===== config.mk =====
export PLATFORM = sky130hd
export DESIGN_NAME = differential_stepper_motion_sequencer_core_flat
export DESIGN_NICKNAME = d
export VERILOG_FILES = /design/src/hw/rtl/dsms_pkg.sv /design/src/hw/rtl/dsms_if.sv /design/src/hw/rtl/dsms_ctrl.sv /design/src/hw/rtl/dsms_datapath.sv /design/src/hw/rtl/differential_stepper_motion_sequencer_core.sv /design/src/flat_wrapper.sv
export SDC_FILE = /design/constraint.sdc
export NUM_CORES = 2
export LEC_CHECK = 0
export ABC_AREA = 1
export BUFFER_PORTS_ARGS = -buffer_cell sky130_fd_sc_hd__buf_2
export CORE_ASPECT_RATIO = 1.2
export CORE_MARGIN = 4
export CORE_UTILIZATION = 45
export DETAILED_ROUTE_END_ITERATION = 10
export GPL_TIMING_DRIVEN = 0
export PLACE_DENSITY = 0.59
export SYNTH_ARGS = -nofsm -noshare
export SYNTH_HDL_FRONTEND = slang
export SYNTH_SLANG_ARGS = --single-unit

===== constraint.sdc =====
create_clock -name clk -period 14.59 [get_ports clk]
set_input_delay 0.7295 -clock clk [delete_from_list [all_inputs] [get_ports clk]]
set_output_delay 0.7295 -clock clk [all_outputs]
set_load 0.1 [all_outputs]

===== src/hw/rtl/dsms_pkg.sv =====
// ----------------------------------------------------------------------------
// Motion sequencer package
// Shared widths, codes and the controller/datapath command and status types.
// ----------------------------------------------------------------------------
package dsms_pkg;

    localparam int QueueDepthDefault = 8;
    localparam int StepBitsDefault   = 24;

    localparam int FactorW  = 22;
    localparam int PeriodW  = 16;
    localparam int AmountW  = 16;
    localparam int CfgIdxW  = 3;
    localparam int CfgDataW = 22;

    localparam logic [2:0] CMD_TICK    = 3'd0;
    localparam logic [2:0] CMD_DRIVE   = 3'd1;
    localparam logic [2:0] CMD_TURN    = 3'd2;
    localparam logic [2:0] CMD_HOME    = 3'd3;
    localparam logic [2:0] CMD_PAUSE   = 3'd4;
    localparam logic [2:0] CMD_RESUME  = 3'd5;
    localparam logic [2:0] CMD_DISABLE = 3'd6;
    localparam logic [2:0] CMD_ENABLE  = 3'd7;

    localparam logic [2:0] REG_MM_FACTOR  = 3'd0;
    localparam logic [2:0] REG_DEG_FACTOR = 3'd1;
    localparam logic [2:0] REG_FAST       = 3'd2;
    localparam logic [2:0] REG_SLOW       = 3'd3;
    localparam logic [2:0] REG_RAMP       = 3'd4;
    localparam logic [2:0] REG_HOME_MIN   = 3'd5;
    localparam logic [2:0] REG_FLIP_R     = 3'd6;
    localparam logic [2:0] REG_FLIP_L     = 3'd7;

    localparam logic [1:0] MODE_IDLE   = 2'd0;
    localparam logic [1:0] MODE_MOVING = 2'd1;
    localparam logic [1:0] MODE_PAUSED = 2'd2;
    localparam logic [1:0] MODE_HOMING = 2'd3;

    localparam logic [1:0] KIND_DRIVE = 2'd0;
    localparam logic [1:0] KIND_TURN  = 2'd1;
    localparam logic [1:0] KIND_HOME  = 2'd2;

    localparam logic [1:0] STATUS_NONE = 2'd0;
    localparam logic [1:0] STATUS_OK   = 2'd1;
    localparam logic [1:0] STATUS_INTR = 2'd2;

    typedef struct packed {
        logic load_cmd;
        logic mul_start;
        logic div_start;
        logic tick_eval;
    } dsms_ctl_t;

    typedef struct packed {
        logic mul_done;
        logic div_done;
        logic need_div;
        logic need_mul;
    } dsms_stat_t;

endpackage


===== src/hw/rtl/dsms_if.sv =====
// ----------------------------------------------------------------------------
// Sequencer channel interfaces
// Request, result and register write channels with valid/ready handshakes.
// ----------------------------------------------------------------------------
interface dsms_req_if;
    logic        valid;
    logic        ready;
    logic [2:0]  command;
    logic [15:0] amount;
    logic        endstop_low;
    modport source (output valid, command, amount, endstop_low, input ready);
    modport sink   (input valid, command, amount, endstop_low, output ready);
endinterface

interface dsms_rsp_if;
    logic        valid;
    logic        ready;
    logic        step_pulse;
    logic [15:0] half_period;
    logic        dir_right;
    logic        dir_left;
    logic [1:0]  status;
    logic [1:0]  mode;
    logic        motors_enabled;
    logic        dropped;
    modport source (output valid, step_pulse, half_period, dir_right, dir_left, status,
                    mode, motors_enabled, dropped, input ready);
    modport sink   (input valid, step_pulse, half_period, dir_right, dir_left, status,
                    mode, motors_enabled, dropped, output ready);
endinterface

interface dsms_cfg_if;
    logic        valid;
    logic        ready;
    logic [2:0]  index;
    logic [21:0] data;
    modport source (output valid, index, data, input ready);
    modport sink   (input valid, index, data, output ready);
endinterface


===== src/hw/rtl/dsms_ctrl.sv =====
// ----------------------------------------------------------------------------
// Sequencer controller
// Sequences request capture, optional multiply or divide, and result hand-off.
// ----------------------------------------------------------------------------
module dsms_ctrl
    import dsms_pkg::*;
(
    input  logic       clk,
    input  logic       rst_n,
    input  logic       req_valid,
    output logic       req_ready,
    output logic       rsp_valid,
    input  logic       rsp_ready,
    input  dsms_stat_t stat,
    output dsms_ctl_t  ctl
);

    typedef enum logic [2:0] {
        ST_IDLE, ST_DECIDE, ST_MUL, ST_DIV, ST_EVAL, ST_OUT
    } state_t;

    state_t state_reg, state_next;

    always_comb
    begin
        state_next = state_reg;
        ctl = '0;
        case (state_reg)
            ST_IDLE:
            begin
                if (req_valid)
                begin
                    state_next = ST_DECIDE;
                end
            end
            ST_DECIDE:
            begin
                if (stat.need_mul)
                begin
                    ctl.mul_start = 1'b1;
                    state_next = ST_MUL;
                end
                else if (stat.need_div)
                begin
                    ctl.div_start = 1'b1;
                    state_next = ST_DIV;
                end
                else
                begin
                    state_next = ST_EVAL;
                end
            end
            ST_MUL:
            begin
                if (stat.mul_done)
                begin
                    state_next = ST_EVAL;
                end
            end
            ST_DIV:
            begin
                if (stat.div_done)
                begin
                    state_next = ST_EVAL;
                end
            end
            ST_EVAL:
            begin
                ctl.tick_eval = 1'b1;
                state_next = ST_OUT;
            end
            ST_OUT:
            begin
                if (rsp_ready)
                begin
                    state_next = ST_IDLE;
                end
            end
            default:
            begin
                state_next = ST_IDLE;
            end
        endcase
        ctl.load_cmd = (state_reg == ST_IDLE) && req_valid;
    end

    assign req_ready = (state_reg == ST_IDLE);
    assign rsp_valid = (state_reg == ST_OUT);

    always_ff @(posedge clk or negedge rst_n)
    begin
        if (!rst_n)
        begin
            state_reg <= ST_IDLE;
        end
        else
        begin
            state_reg <= state_next;
        end
    end

endmodule


===== src/hw/rtl/dsms_datapath.sv =====
// ----------------------------------------------------------------------------
// Sequencer datapath
// Command queue, step scaling multiplier, serial ramp divider and motion state.
// ----------------------------------------------------------------------------
module dsms_datapath
    import dsms_pkg::*;
#(
    parameter int QUEUE_DEPTH = QueueDepthDefault,
    parameter int STEP_BITS   = StepBitsDefault
)
(
    input  logic                clk,
    input  logic                rst_n,
    input  dsms_ctl_t           ctl,
    output dsms_stat_t          stat,
    input  logic [2:0]          command,
    input  logic [AmountW-1:0]  amount,
    input  logic                endstop_low,
    input  logic                cfg_we,
    input  logic [CfgIdxW-1:0]  cfg_index,
    input  logic [CfgDataW-1:0] cfg_data,
    output logic                step_pulse,
    output logic [PeriodW-1:0]  half_period,
    output logic                dir_right,
    output logic                dir_left,
    output logic [1:0]          status,
    output logic [1:0]          mode,
    output logic                motors_enabled,
    output logic                dropped
);

    localparam int QW = (QUEUE_DEPTH > 1) ? $clog2(QUEUE_DEPTH) : 1;
    localparam int CW = $clog2(QUEUE_DEPTH + 1);
    localparam int ProdW = AmountW + FactorW;
    localparam int RW = 17;
    localparam logic [STEP_BITS-1:0] StepMax = '1;

    logic [FactorW-1:0] mm_factor_reg, deg_factor_reg;
    logic [PeriodW-1:0] fast_reg, slow_reg, ramp_reg, home_min_reg;
    logic               flip_r_reg, flip_l_reg;

    logic [2:0]         cmd_reg;
    logic [AmountW-1:0] amt_reg;
    logic               endstop_reg;

    logic [1:0]           mode_reg;
    logic [STEP_BITS-1:0] steps_left_reg, ramp_total_reg;
    logic [PeriodW-1:0]   home_count_reg;
    logic                 held_r_reg, held_l_reg, line_r_reg, line_l_reg;
    logic                 pause_reg, resume_reg, enable_reg;
    logic [17:0]          queue_mem [QUEUE_DEPTH];
    logic [QW-1:0]        head_reg;
    logic [CW-1:0]        count_reg;

    logic [ProdW-1:0]   prod_reg;
    logic [FactorW-1:0] mcand_reg;
    logic [AmountW-1:0] mplier_reg;
    logic [4:0]         mul_cnt_reg;
    logic               mul_busy_reg;

    logic [PeriodW+RW-1:0] dividend_reg;
    logic [PeriodW+RW:0]   rem_reg;
    logic [5:0]            div_cnt_reg;
    logic                  div_busy_reg;

    logic               out_pulse_reg;
    logic [PeriodW-1:0] out_half_reg;
    logic [1:0]         out_status_reg;
    logic               out_dropped_reg;

    logic [17:0]          head_entry;
    logic [1:0]           head_kind;
    logic                 head_neg;
    logic [AmountW-1:0]   head_mag;
    logic                 is_tick;
    logic [STEP_BITS-1:0] done_steps, r_min;
    logic [RW-1:0]        r_val;
    logic                 slow_ge;
    logic [PeriodW-1:0]   diff_mag;
    logic [PeriodW-1:0]   quot;
    logic [ProdW-1:0]     rounded;
    logic [STEP_BITS-1:0] steps_sat;
    logic [QW-1:0]        tail_idx;
    logic                 enq;

    assign head_entry = queue_mem[head_reg];
    assign head_kind  = head_entry[17:16];
    assign head_neg   = head_entry[15];
    assign head_mag   = head_neg ? (AmountW'(0) - head_entry[15:0]) : head_entry[15:0];
    assign is_tick    = (cmd_reg == CMD_TICK);

    assign done_steps = (ramp_total_reg >= steps_left_reg) ? ramp_total_reg - steps_left_reg
                                                           : '0;
    always_comb
    begin
        r_min = (steps_left_reg < done_steps) ? steps_left_reg : done_steps;
        if (r_min > STEP_BITS'(ramp_reg))
        begin
            r_min = STEP_BITS'(ramp_reg);
        end
    end
    assign r_val    = RW'(r_min);
    assign slow_ge  = (slow_reg >= fast_reg);
    assign diff_mag = slow_ge ? slow_reg - fast_reg : fast_reg - slow_reg;
    assign quot     = dividend_reg[PeriodW-1:0];

    assign rounded   = prod_reg + ProdW'(32'h8000);
    assign steps_sat = ((rounded >> 16) > ProdW'(StepMax)) ? StepMax
                                                           : STEP_BITS'(rounded >> 16);

    assign stat.need_mul = is_tick && (mode_reg == MODE_IDLE) && (count_reg != '0)
                           && (head_kind != KIND_HOME);
    assign stat.need_div = is_tick && (mode_reg == MODE_MOVING) && !pause_reg
                           && (steps_left_reg != '0) && (ramp_reg != '0);
    assign stat.mul_done = !mul_busy_reg;
    assign stat.div_done = !div_busy_reg;

    if (QUEUE_DEPTH > 1)
    begin : g_tail
        logic [QW:0] tail_sum;
        assign tail_sum = {1'b0, head_reg} + QW'(count_reg);
        assign tail_idx = (tail_sum >= (QW+1)'(QUEUE_DEPTH))
                          ? QW'(tail_sum - (QW+1)'(QUEUE_DEPTH)) : tail_sum[QW-1:0];
    end
    else
    begin : g_tail1
        assign tail_idx = '0;
    end

    assign enq = ctl.tick_eval && (cmd_reg == CMD_DRIVE || cmd_reg == CMD_TURN
                                   || cmd_reg == CMD_HOME)
                 && (count_reg < CW'(QUEUE_DEPTH));

    always_ff @(posedge clk)
    begin
        if (enq)
        begin
            queue_mem[tail_idx] <= {(cmd_reg == CMD_DRIVE) ? KIND_DRIVE :
                                    (cmd_reg == CMD_TURN) ? KIND_TURN : KIND_HOME,
                                    (cmd_reg == CMD_HOME) ? 16'd0 : amt_reg};
        end
    end

    always_ff @(posedge clk)
    begin
        if (ctl.load_cmd)
        begin
            cmd_reg     <= command;
            amt_reg     <= amount;
            endstop_reg <= endstop_low;
        end
        if (ctl.mul_start)
        begin
            prod_reg   <= '0;
            mcand_reg  <= (head_kind == KIND_DRIVE) ? mm_factor_reg : deg_factor_reg;
            mplier_reg <= head_mag;
        end
        else if (mul_busy_reg)
        begin
            if (mplier_reg[0])
            begin
                prod_reg <= prod_reg + (ProdW'(mcand_reg) << mul_cnt_reg);
            end
            mplier_reg <= mplier_reg >> 1;
        end
        if (ctl.div_start)
        begin
            dividend_reg <= (PeriodW+RW)'(diff_mag) * (PeriodW+RW)'(r_val);
            rem_reg      <= '0;
        end
        else if (div_busy_reg)
        begin
            if ({rem_reg[PeriodW+RW-1:0], dividend_reg[PeriodW+RW-1]} >= (PeriodW+RW+1)'(ramp_reg))
            begin
                rem_reg <= {rem_reg[PeriodW+RW-1:0], dividend_reg[PeriodW+RW-1]}
                           - (PeriodW+RW+1)'(ramp_reg);
                dividend_reg <= {dividend_reg[PeriodW+RW-2:0], 1'b1};
            end
            else
            begin
                rem_reg <= {rem_reg[PeriodW+RW-1:0], dividend_reg[PeriodW+RW-1]};
                dividend_reg <= {dividend_reg[PeriodW+RW-2:0], 1'b0};
            end
        end
    end

    always_ff @(posedge clk or negedge rst_n)
    begin
        if (!rst_n)
        begin
            mul_busy_reg <= 1'b0;
            mul_cnt_reg  <= '0;
            div_busy_reg <= 1'b0;
            div_cnt_reg  <= '0;
        end
        else
        begin
            if (ctl.mul_start)
            begin
                mul_busy_reg <= 1'b1;
                mul_cnt_reg  <= '0;
            end
            else if (mul_busy_reg)
            begin
                mul_cnt_reg <= mul_cnt_reg + 5'd1;
                if (mul_cnt_reg == 5'(AmountW - 1))
                begin
                    mul_busy_reg <= 1'b0;
                end
            end
            if (ctl.div_start)
            begin
                div_busy_reg <= 1'b1;
                div_cnt_reg  <= '0;
            end
            else if (div_busy_reg)
            begin
                div_cnt_reg <= div_cnt_reg + 6'd1;
                if (div_cnt_reg == 6'(PeriodW + RW - 1))
                begin
                    div_busy_reg <= 1'b0;
                end
            end
        end
    end

    always_ff @(posedge clk or negedge rst_n)
    begin
        if (!rst_n)
        begin
            mm_factor_reg  <= FactorW'(695359);
            deg_factor_reg <= FactorW'(1371401);
            fast_reg       <= PeriodW'(200);
            slow_reg       <= PeriodW'(800);
            ramp_reg       <= PeriodW'(300);
            home_min_reg   <= PeriodW'(100);
            flip_r_reg     <= 1'b0;
            flip_l_reg     <= 1'b0;
        end
        else if (cfg_we)
        begin
            case (cfg_index)
                REG_MM_FACTOR:  mm_factor_reg  <= cfg_data;
                REG_DEG_FACTOR: deg_factor_reg <= cfg_data;
                REG_FAST:       fast_reg       <= cfg_data[PeriodW-1:0];
                REG_SLOW:       slow_reg       <= cfg_data[PeriodW-1:0];
                REG_RAMP:       ramp_reg       <= cfg_data[PeriodW-1:0];
                REG_HOME_MIN:   home_min_reg   <= cfg_data[PeriodW-1:0];
                REG_FLIP_R:     flip_r_reg     <= cfg_data[0];
                REG_FLIP_L:     flip_l_reg     <= cfg_data[0];
                default:        flip_l_reg     <= flip_l_reg;
            endcase
        end
    end

    always_ff @(posedge clk or negedge rst_n)
    begin
        if (!rst_n)
        begin
            mode_reg        <= MODE_IDLE;
            steps_left_reg  <= '0;
            ramp_total_reg  <= '0;
            home_count_reg  <= '0;
            held_r_reg      <= 1'b0;
            held_l_reg      <= 1'b0;
            line_r_reg      <= 1'b0;
            line_l_reg      <= 1'b0;
            pause_reg       <= 1'b0;
            resume_reg      <= 1'b0;
            enable_reg      <= 1'b0;
            head_reg        <= '0;
            count_reg       <= '0;
            out_pulse_reg   <= 1'b0;
            out_half_reg    <= '0;
            out_status_reg  <= STATUS_NONE;
            out_dropped_reg <= 1'b0;
        end
        else if (ctl.tick_eval)
        begin
            out_pulse_reg   <= 1'b0;
            out_half_reg    <= '0;
            out_status_reg  <= STATUS_NONE;
            out_dropped_reg <= 1'b0;
            case (cmd_reg)
                CMD_DRIVE, CMD_TURN, CMD_HOME:
                begin
                    pause_reg <= 1'b0;
                    if (enq)
                    begin
                        count_reg <= count_reg + CW'(1);
                    end
                    else
                    begin
                        out_dropped_reg <= 1'b1;
                    end
                end
                CMD_PAUSE:
                begin
                    pause_reg <= 1'b1;
                end
                CMD_RESUME:
                begin
                    resume_reg <= 1'b1;
                end
                CMD_DISABLE:
                begin
                    pause_reg      <= 1'b1;
                    enable_reg     <= 1'b0;
                    out_status_reg <= STATUS_OK;
                end
                CMD_ENABLE:
                begin
                    enable_reg     <= 1'b1;
                    out_status_reg <= STATUS_OK;
                end
                default:
                begin
                    case (mode_reg)
                        MODE_IDLE:
                        begin
                            if (count_reg != '0)
                            begin
                                head_reg  <= (head_reg == QW'(QUEUE_DEPTH - 1)) ? '0
                                             : head_reg + QW'(1);
                                count_reg <= count_reg - CW'(1);
                                if (head_kind == KIND_HOME)
                                begin
                                    line_r_reg     <= ~flip_r_reg;
                                    line_l_reg     <= flip_l_reg;
                                    home_count_reg <= '0;
                                    mode_reg       <= MODE_HOMING;
                                end
                                else
                                begin
                                    logic pos;
                                    logic hr, hl;
                                    pos = !head_neg || (steps_sat == '0);
                                    hr  = (head_kind == KIND_DRIVE) ? !pos : pos;
                                    hl  = pos;
                                    held_r_reg     <= hr ^ flip_r_reg;
                                    held_l_reg     <= hl ^ flip_l_reg;
                                    line_r_reg     <= hr ^ flip_r_reg;
                                    line_l_reg     <= hl ^ flip_l_reg;
                                    steps_left_reg <= steps_sat;
                                    ramp_total_reg <= steps_sat;
                                    mode_reg       <= MODE_MOVING;
                                end
                            end
                        end
                        MODE_MOVING:
                        begin
                            if (pause_reg)
                            begin
                                pause_reg <= 1'b0;
                                mode_reg  <= MODE_PAUSED;
                            end
                            else if (steps_left_reg == '0)
                            begin
                                mode_reg       <= MODE_IDLE;
                                out_status_reg <= STATUS_OK;
                            end
                            else
                            begin
                                out_pulse_reg  <= 1'b1;
                                steps_left_reg <= steps_left_reg - STEP_BITS'(1);
                                if (ramp_reg == '0)
                                begin
                                    out_half_reg <= slow_reg;
                                end
                                else if (slow_ge)
                                begin
                                    out_half_reg <= slow_reg - quot;
                                end
                                else
                                begin
                                    out_half_reg <= slow_reg + quot;
                                end
                            end
                        end
                        MODE_PAUSED:
                        begin
                            if (resume_reg)
                            begin
                                resume_reg     <= 1'b0;
                                ramp_total_reg <= steps_left_reg;
                                line_r_reg     <= held_r_reg;
                                line_l_reg     <= held_l_reg;
                                mode_reg       <= MODE_MOVING;
                            end
                            else if (pause_reg)
                            begin
                                pause_reg      <= 1'b0;
                                steps_left_reg <= '0;
                                mode_reg       <= MODE_IDLE;
                                out_status_reg <= STATUS_INTR;
                            end
                        end
                        default:
                        begin
                            if (pause_reg)
                            begin
                                pause_reg      <= 1'b0;
                                mode_reg       <= MODE_IDLE;
                                out_status_reg <= STATUS_INTR;
                            end
                            else if ((home_count_reg >= home_min_reg) && endstop_reg)
                            begin
                                mode_reg       <= MODE_IDLE;
                                out_status_reg <= STATUS_OK;
                            end
                            else
                            begin
                                out_pulse_reg <= 1'b1;
                                out_half_reg  <= slow_reg;
                                if (home_count_reg != '1)
                                begin
                                    home_count_reg <= home_count_reg + PeriodW'(1);
                                end
                            end
                        end
                    endcase
                end
            endcase
        end
    end

    assign step_pulse     = out_pulse_reg;
    assign half_period    = out_half_reg;
    assign dir_right      = line_r_reg;
    assign dir_left       = line_l_reg;
    assign status         = out_status_reg;
    assign mode           = mode_reg;
    assign motors_enabled = enable_reg;
    assign dropped        = out_dropped_reg;

endmodule


===== src/hw/rtl/differential_stepper_motion_sequencer_core.sv =====
// ----------------------------------------------------------------------------
// Differential stepper motion sequencer
// Two-wheel stepper sequencer with a command queue and linear speed ramp.
// ----------------------------------------------------------------------------
// Requests arrive on the req channel: a command code, a signed amount and the
// sampled endstop level. Each request yields exactly one result on the rsp
// channel with the step decision, half period, direction levels, status and
// mode. Registers are written through the cfg channel, which is always ready.
// A request is processed one at a time. Most requests go from capture through
// evaluation straight to the result. A tick that starts a drive or turn first
// runs the shift-add step scaling multiplier, and a moving tick that issues a
// ramped step first runs the restoring divider for the ramp. The next request
// is accepted in the cycle after the result is taken.
// Reset clears the queue, the motion state and the flags, and loads the
// register defaults. While the receiver holds rsp ready low, the result stays
// valid and stable and no new request is accepted.
// ----------------------------------------------------------------------------
module differential_stepper_motion_sequencer_core
    import dsms_pkg::*;
#(
    parameter int QUEUE_DEPTH = QueueDepthDefault,
    parameter int STEP_BITS   = StepBitsDefault
)
(
    input logic       clk,
    input logic       rst_n,
    dsms_req_if.sink  req,
    dsms_rsp_if.source rsp,
    dsms_cfg_if.sink  cfg
);

    dsms_ctl_t  ctl;
    dsms_stat_t stat;

    assign cfg.ready = 1'b1;

    dsms_ctrl u_ctrl (
        .clk       (clk),
        .rst_n     (rst_n),
        .req_valid (req.valid),
        .req_ready (req.ready),
        .rsp_valid (rsp.valid),
        .rsp_ready (rsp.ready),
        .stat      (stat),
        .ctl       (ctl)
    );

    dsms_datapath #(
        .QUEUE_DEPTH (QUEUE_DEPTH),
        .STEP_BITS   (STEP_BITS)
    ) u_datapath (
        .clk            (clk),
        .rst_n          (rst_n),
        .ctl            (ctl),
        .stat           (stat),
        .command        (req.command),
        .amount         (req.amount),
        .endstop_low    (req.endstop_low),
        .cfg_we         (cfg.valid),
        .cfg_index      (cfg.index),
        .cfg_data       (cfg.data),
        .step_pulse     (rsp.step_pulse),
        .half_period    (rsp.half_period),
        .dir_right      (rsp.dir_right),
        .dir_left       (rsp.dir_left),
        .status         (rsp.status),
        .mode           (rsp.mode),
        .motors_enabled (rsp.motors_enabled),
        .dropped        (rsp.dropped)
    );

endmodule


===== src/flat_wrapper.sv =====
// flat-port wrapper written by rule: the top's interface ports become plain ports
module differential_stepper_motion_sequencer_core_flat import dsms_pkg::*;
#(
    parameter int QUEUE_DEPTH = QueueDepthDefault,
    parameter int STEP_BITS   = StepBitsDefault
)
  (clk, rst_n, req_valid, req_command, req_amount, req_endstop_low, req_ready, rsp_valid, rsp_step_pulse, rsp_half_period, rsp_dir_right, rsp_dir_left, rsp_status, rsp_mode, rsp_motors_enabled, rsp_dropped, rsp_ready, cfg_valid, cfg_index, cfg_data, cfg_ready);
  dsms_req_if req_i ();
  dsms_rsp_if rsp_i ();
  dsms_cfg_if cfg_i ();
  input logic clk;
  input logic rst_n;
  input wire logic [$bits(req_i.valid)-1:0] req_valid;
  input wire logic [$bits(req_i.command)-1:0] req_command;
  input wire logic [$bits(req_i.amount)-1:0] req_amount;
  input wire logic [$bits(req_i.endstop_low)-1:0] req_endstop_low;
  output wire logic [$bits(req_i.ready)-1:0] req_ready;
  output wire logic [$bits(rsp_i.valid)-1:0] rsp_valid;
  output wire logic [$bits(rsp_i.step_pulse)-1:0] rsp_step_pulse;
  output wire logic [$bits(rsp_i.half_period)-1:0] rsp_half_period;
  output wire logic [$bits(rsp_i.dir_right)-1:0] rsp_dir_right;
  output wire logic [$bits(rsp_i.dir_left)-1:0] rsp_dir_left;
  output wire logic [$bits(rsp_i.status)-1:0] rsp_status;
  output wire logic [$bits(rsp_i.mode)-1:0] rsp_mode;
  output wire logic [$bits(rsp_i.motors_enabled)-1:0] rsp_motors_enabled;
  output wire logic [$bits(rsp_i.dropped)-1:0] rsp_dropped;
  input wire logic [$bits(rsp_i.ready)-1:0] rsp_ready;
  input wire logic [$bits(cfg_i.valid)-1:0] cfg_valid;
  input wire logic [$bits(cfg_i.index)-1:0] cfg_index;
  input wire logic [$bits(cfg_i.data)-1:0] cfg_data;
  output wire logic [$bits(cfg_i.ready)-1:0] cfg_ready;
  assign req_i.valid = req_valid;
  assign req_i.command = req_command;
  assign req_i.amount = req_amount;
  assign req_i.endstop_low = req_endstop_low;
  assign req_ready = req_i.ready;
  assign rsp_valid = rsp_i.valid;
  assign rsp_step_pulse = rsp_i.step_pulse;
  assign rsp_half_period = rsp_i.half_period;
  assign rsp_dir_right = rsp_i.dir_right;
  assign rsp_dir_left = rsp_i.dir_left;
  assign rsp_status = rsp_i.status;
  assign rsp_mode = rsp_i.mode;
  assign rsp_motors_enabled = rsp_i.motors_enabled;
  assign rsp_dropped = rsp_i.dropped;
  assign rsp_i.ready = rsp_ready;
  assign cfg_i.valid = cfg_valid;
  assign cfg_i.index = cfg_index;
  assign cfg_i.data = cfg_data;
  assign cfg_ready = cfg_i.ready;
  differential_stepper_motion_sequencer_core #(.QUEUE_DEPTH(QUEUE_DEPTH), .STEP_BITS(STEP_BITS)) u_core (.clk(clk), .rst_n(rst_n), .req(req_i), .rsp(rsp_i), .cfg(cfg_i));
endmodule

==> results.yml <==
synth:
  synth_top_cell_by_area: "edfxtp_1"
  ys_types: 69
  synthCells: 5303
  post_synth_instance_area_sq_mm: 0.0425
  yosysWarnings: 0
  ys.flop_type: "edfxtp_1"
  synth.avg_cell_area_sq_um: 8.02
  synth-edff-count: 235
  synth_top_area_share_pct: 16.6
  synth_seq_cells: 532
  ys_seq_area_share_pct: 33.3
  synth.area.top_cells: "edfxtp_1, dfrtp_1, fa_1, ha_1, nand2_1"
  async_flop_share_pct: 42.5
global_route:
  grt_pass1_vias: 36900
  grt_max_degree: 118
  antenna_found_initial: 5
  grt_pass1_wl_microns: 214000
  track_usage_pct: 27.9
  grt_remaining_overflow: 0
timing:
  clock_skew_ns: 0.0557
  slew_viol_final: 0
  setup_viol: 0
  hold_violations: 0
  fin_crit_sh_pct: 91.6
  rsz0062_at_grt: "false"
  fin_setup_tns_ns: 0
  fmax_mhz: 74.9
  relSlewSlack_pct: 17.4
  worst_pin_slew_ns: 1.23
  finalCriticalPeriod_ns: 13.36
clock_tree:
  cts_num_sinks: 532
  clock-root-buffer: "clkbuf_16"
  cts_tree: "built"
  clockBufferDepth: 3
  post-cts-setup-buffers: 0
  cts_max_level: 2
  cts_buffers: 56
  clk_latency_ns: 0.67
  path_clk_slew_ns: 0.06
cells_and_area:
  largest_reg_flops: 144
  final_common_cell: "nand2_1"
  layout_common_cells: "nand2_1, inv_1, nor2_1"
  area_delta_synth_final_pct: 9.83
  final_nets: 6031
  fillCellCount: 9289
  drive_above_1_share_pct: 6.24
worst_hold_path:
  hp-class: "in2reg"
floorplanning:
  io_pins: 78
  rows: 123
  design.core.area_sq_mm: 0.0937
  dieHeight_microns: 345
  dieArea_sq_mm: 0.0995
  initial_core_util_pct: 45.4
  die_w_microns: 289
routing:
  num_vias: 37300
  route.detailed.drc: 0
  wire_per_inst_microns: 20.5
  viasPerCell: 5.52
  postRouteAntennaNets: 0
  drt_iter0_markers: 3082
  firstDrtPassIters: 6
  wl_microns: 139000
placed_design:
  place.gp.congestion: 0.976
  hpwl_microns: 110000
  io_buffers: 76
critical_path:
  critPathArrivalTime_ns: 13.71
  crit_top_cell: "nand2_1"
  crit_path_start_kind: "flip-flop"
  end_kind: "flip-flop"
  worstSetupPathType: "reg2reg"
  path_max_fanout: 10
  cp.required_ns: 14.94
  cp_slowest_cell: "fa_1"
  slowest_delay_ns: 0.64
status:
  outcome: "finished clean"
flow_run:
  cap_violations: 0
[routing by layer]
layer  GRT usage [%]  share of wire, %  vias to the layer above
li1                -                 -                    17900
met1            37.9                43                    18000
met2            46.7                47                     1238
met3            3.43               6.5                      232
met4            8.39               3.2                        2
met5               0            0.0086                        -
[critical path: cells and delay by family (launching register included)]
kind | cells | cell delay [ns]
adder cells (fa/ha/maj) | 10 | 4.81
XOR/XNOR | 1 | 0.14
buffers and inverters | 11 | 2.15
AO/OA/AOI/OAI | 12 | 2.82
flip-flops | 1 | 0.50
AND/OR/NAND/NOR | 18 | 2.60
[stage by stage]
stage	cells	instance area [sq um]	utilization, %	setup slack, ns	hold slack (ns)
6_report	6765	46700	49.8	1.23	0.243
2_1_floorplan	5318	42600	-	3.74	0.434
3_3_place_gp	6644	44500	47.5	1.18	0.460
5_1_grt	6761	46700	49.8	0.0376	0.209
3_5_place_dp	6655	44800	47.8	1.25	0.460
4_1_cts	6761	46700	49.8	1.11	0.204
[final timing paths]
path,startpoint,endpoint,slack [ns],depth (start not counted)
max reg2reg,u_core.u_datapath.steps_left_reg[8],u_core.u_datapath.dividend_reg[28],1.23,52
min in group asynchronous,rst_n,u_core.u_datapath.mul_cnt_reg[2],0.45,2
min,req_amount[12],u_core.u_datapath.amt_reg[12],0.24,1
min reg2reg,u_core.u_datapath.deg_factor_reg[5],u_core.u_datapath.deg_factor_reg[5],0.48,2
max in group asynchronous,rst_n,u_core.u_datapath.steps_left_reg[3],13.26,3
max,u_core.u_datapath.steps_left_reg[8],u_core.u_datapath.dividend_reg[28],1.23,52
[area by class of cell]
| cell class | instances | area (sq um) | share of cell area, % |
|---|---|---|---|
| Antenna cell | 4 | 10.0 | 0.0214 |
| Buffer | 173 | 754 | 1.62 |
| Clock buffer | 78 | 1510 | 3.24 |
| Clock inverter | 27 | 335 | 0.718 |
| Inverter | 795 | 2980 | 6.39 |
| Multi-Input combinational cell | 3818 | 24700 | 52.9 |
| Sequential cell | 532 | 14200 | 30.4 |
| Tap cell | 1250 | 1560 | 3.35 |
| Timing Repair Buffer | 88 | 662 | 1.42 |
[logic make-up (layout without fill, tap and decap cells)]
kind of cell,Yosys count,in the layout,synth area share (%)
multiplexers,35,35,0.889
other,2,21,0.0177
adder cells (fa/ha/maj),517,517,19.0
XOR/XNOR,170,170,3.54
buffers and inverters,968,1161,8.79
flip-flops,532,532,33.3
AND/OR/NAND/NOR,2038,2038,20.4
AO/OA/AOI/OAI,1041,1041,14.0
[synth_stat cells (7+ instances only)]
cell / n
inv_2: 7
inv_1: 780
a32o_1: 14
mux2_2: 22
o22ai_1: 32
buf_2: 21
nor3_1: 67
dfxtp_1: 71
o21a_1: 14
ha_1: 301
a221oi_1: 7
o21ai_0: 466
a211oi_1: 12
dfstp_2: 35
a21oi_1: 301
nand3_1: 319
xor2_1: 107
a31oi_1: 36
o221ai_1: 14
nor4_1: 20
clkbuf_1: 124
nor2_1: 578
o32ai_1: 31
xnor2_1: 61
nand4_1: 59
dfrtp_1: 191
o31ai_1: 21
nand2_4: 11
mux2i_1: 13
nand2_2: 15
fa_1: 216
a21boi_0: 7
buf_6: 9
edfxtp_1: 235
buf_1: 16
nand2_1: 915
or2_2: 30
o21bai_1: 19
o211ai_1: 26
clkinv_1: 8
a21o_1: 14
[repair_timing]
item                                   in CTS  in global routing
resized for setup                           0                  1
setup endpoints to repair                   0                  1
hold buffers                                1                  0
endpoints found under the hold margin       3                  0
Power is not shown: default switching activity piles up to over one toggle a cycle in this logic, so the estimate is an artifact.
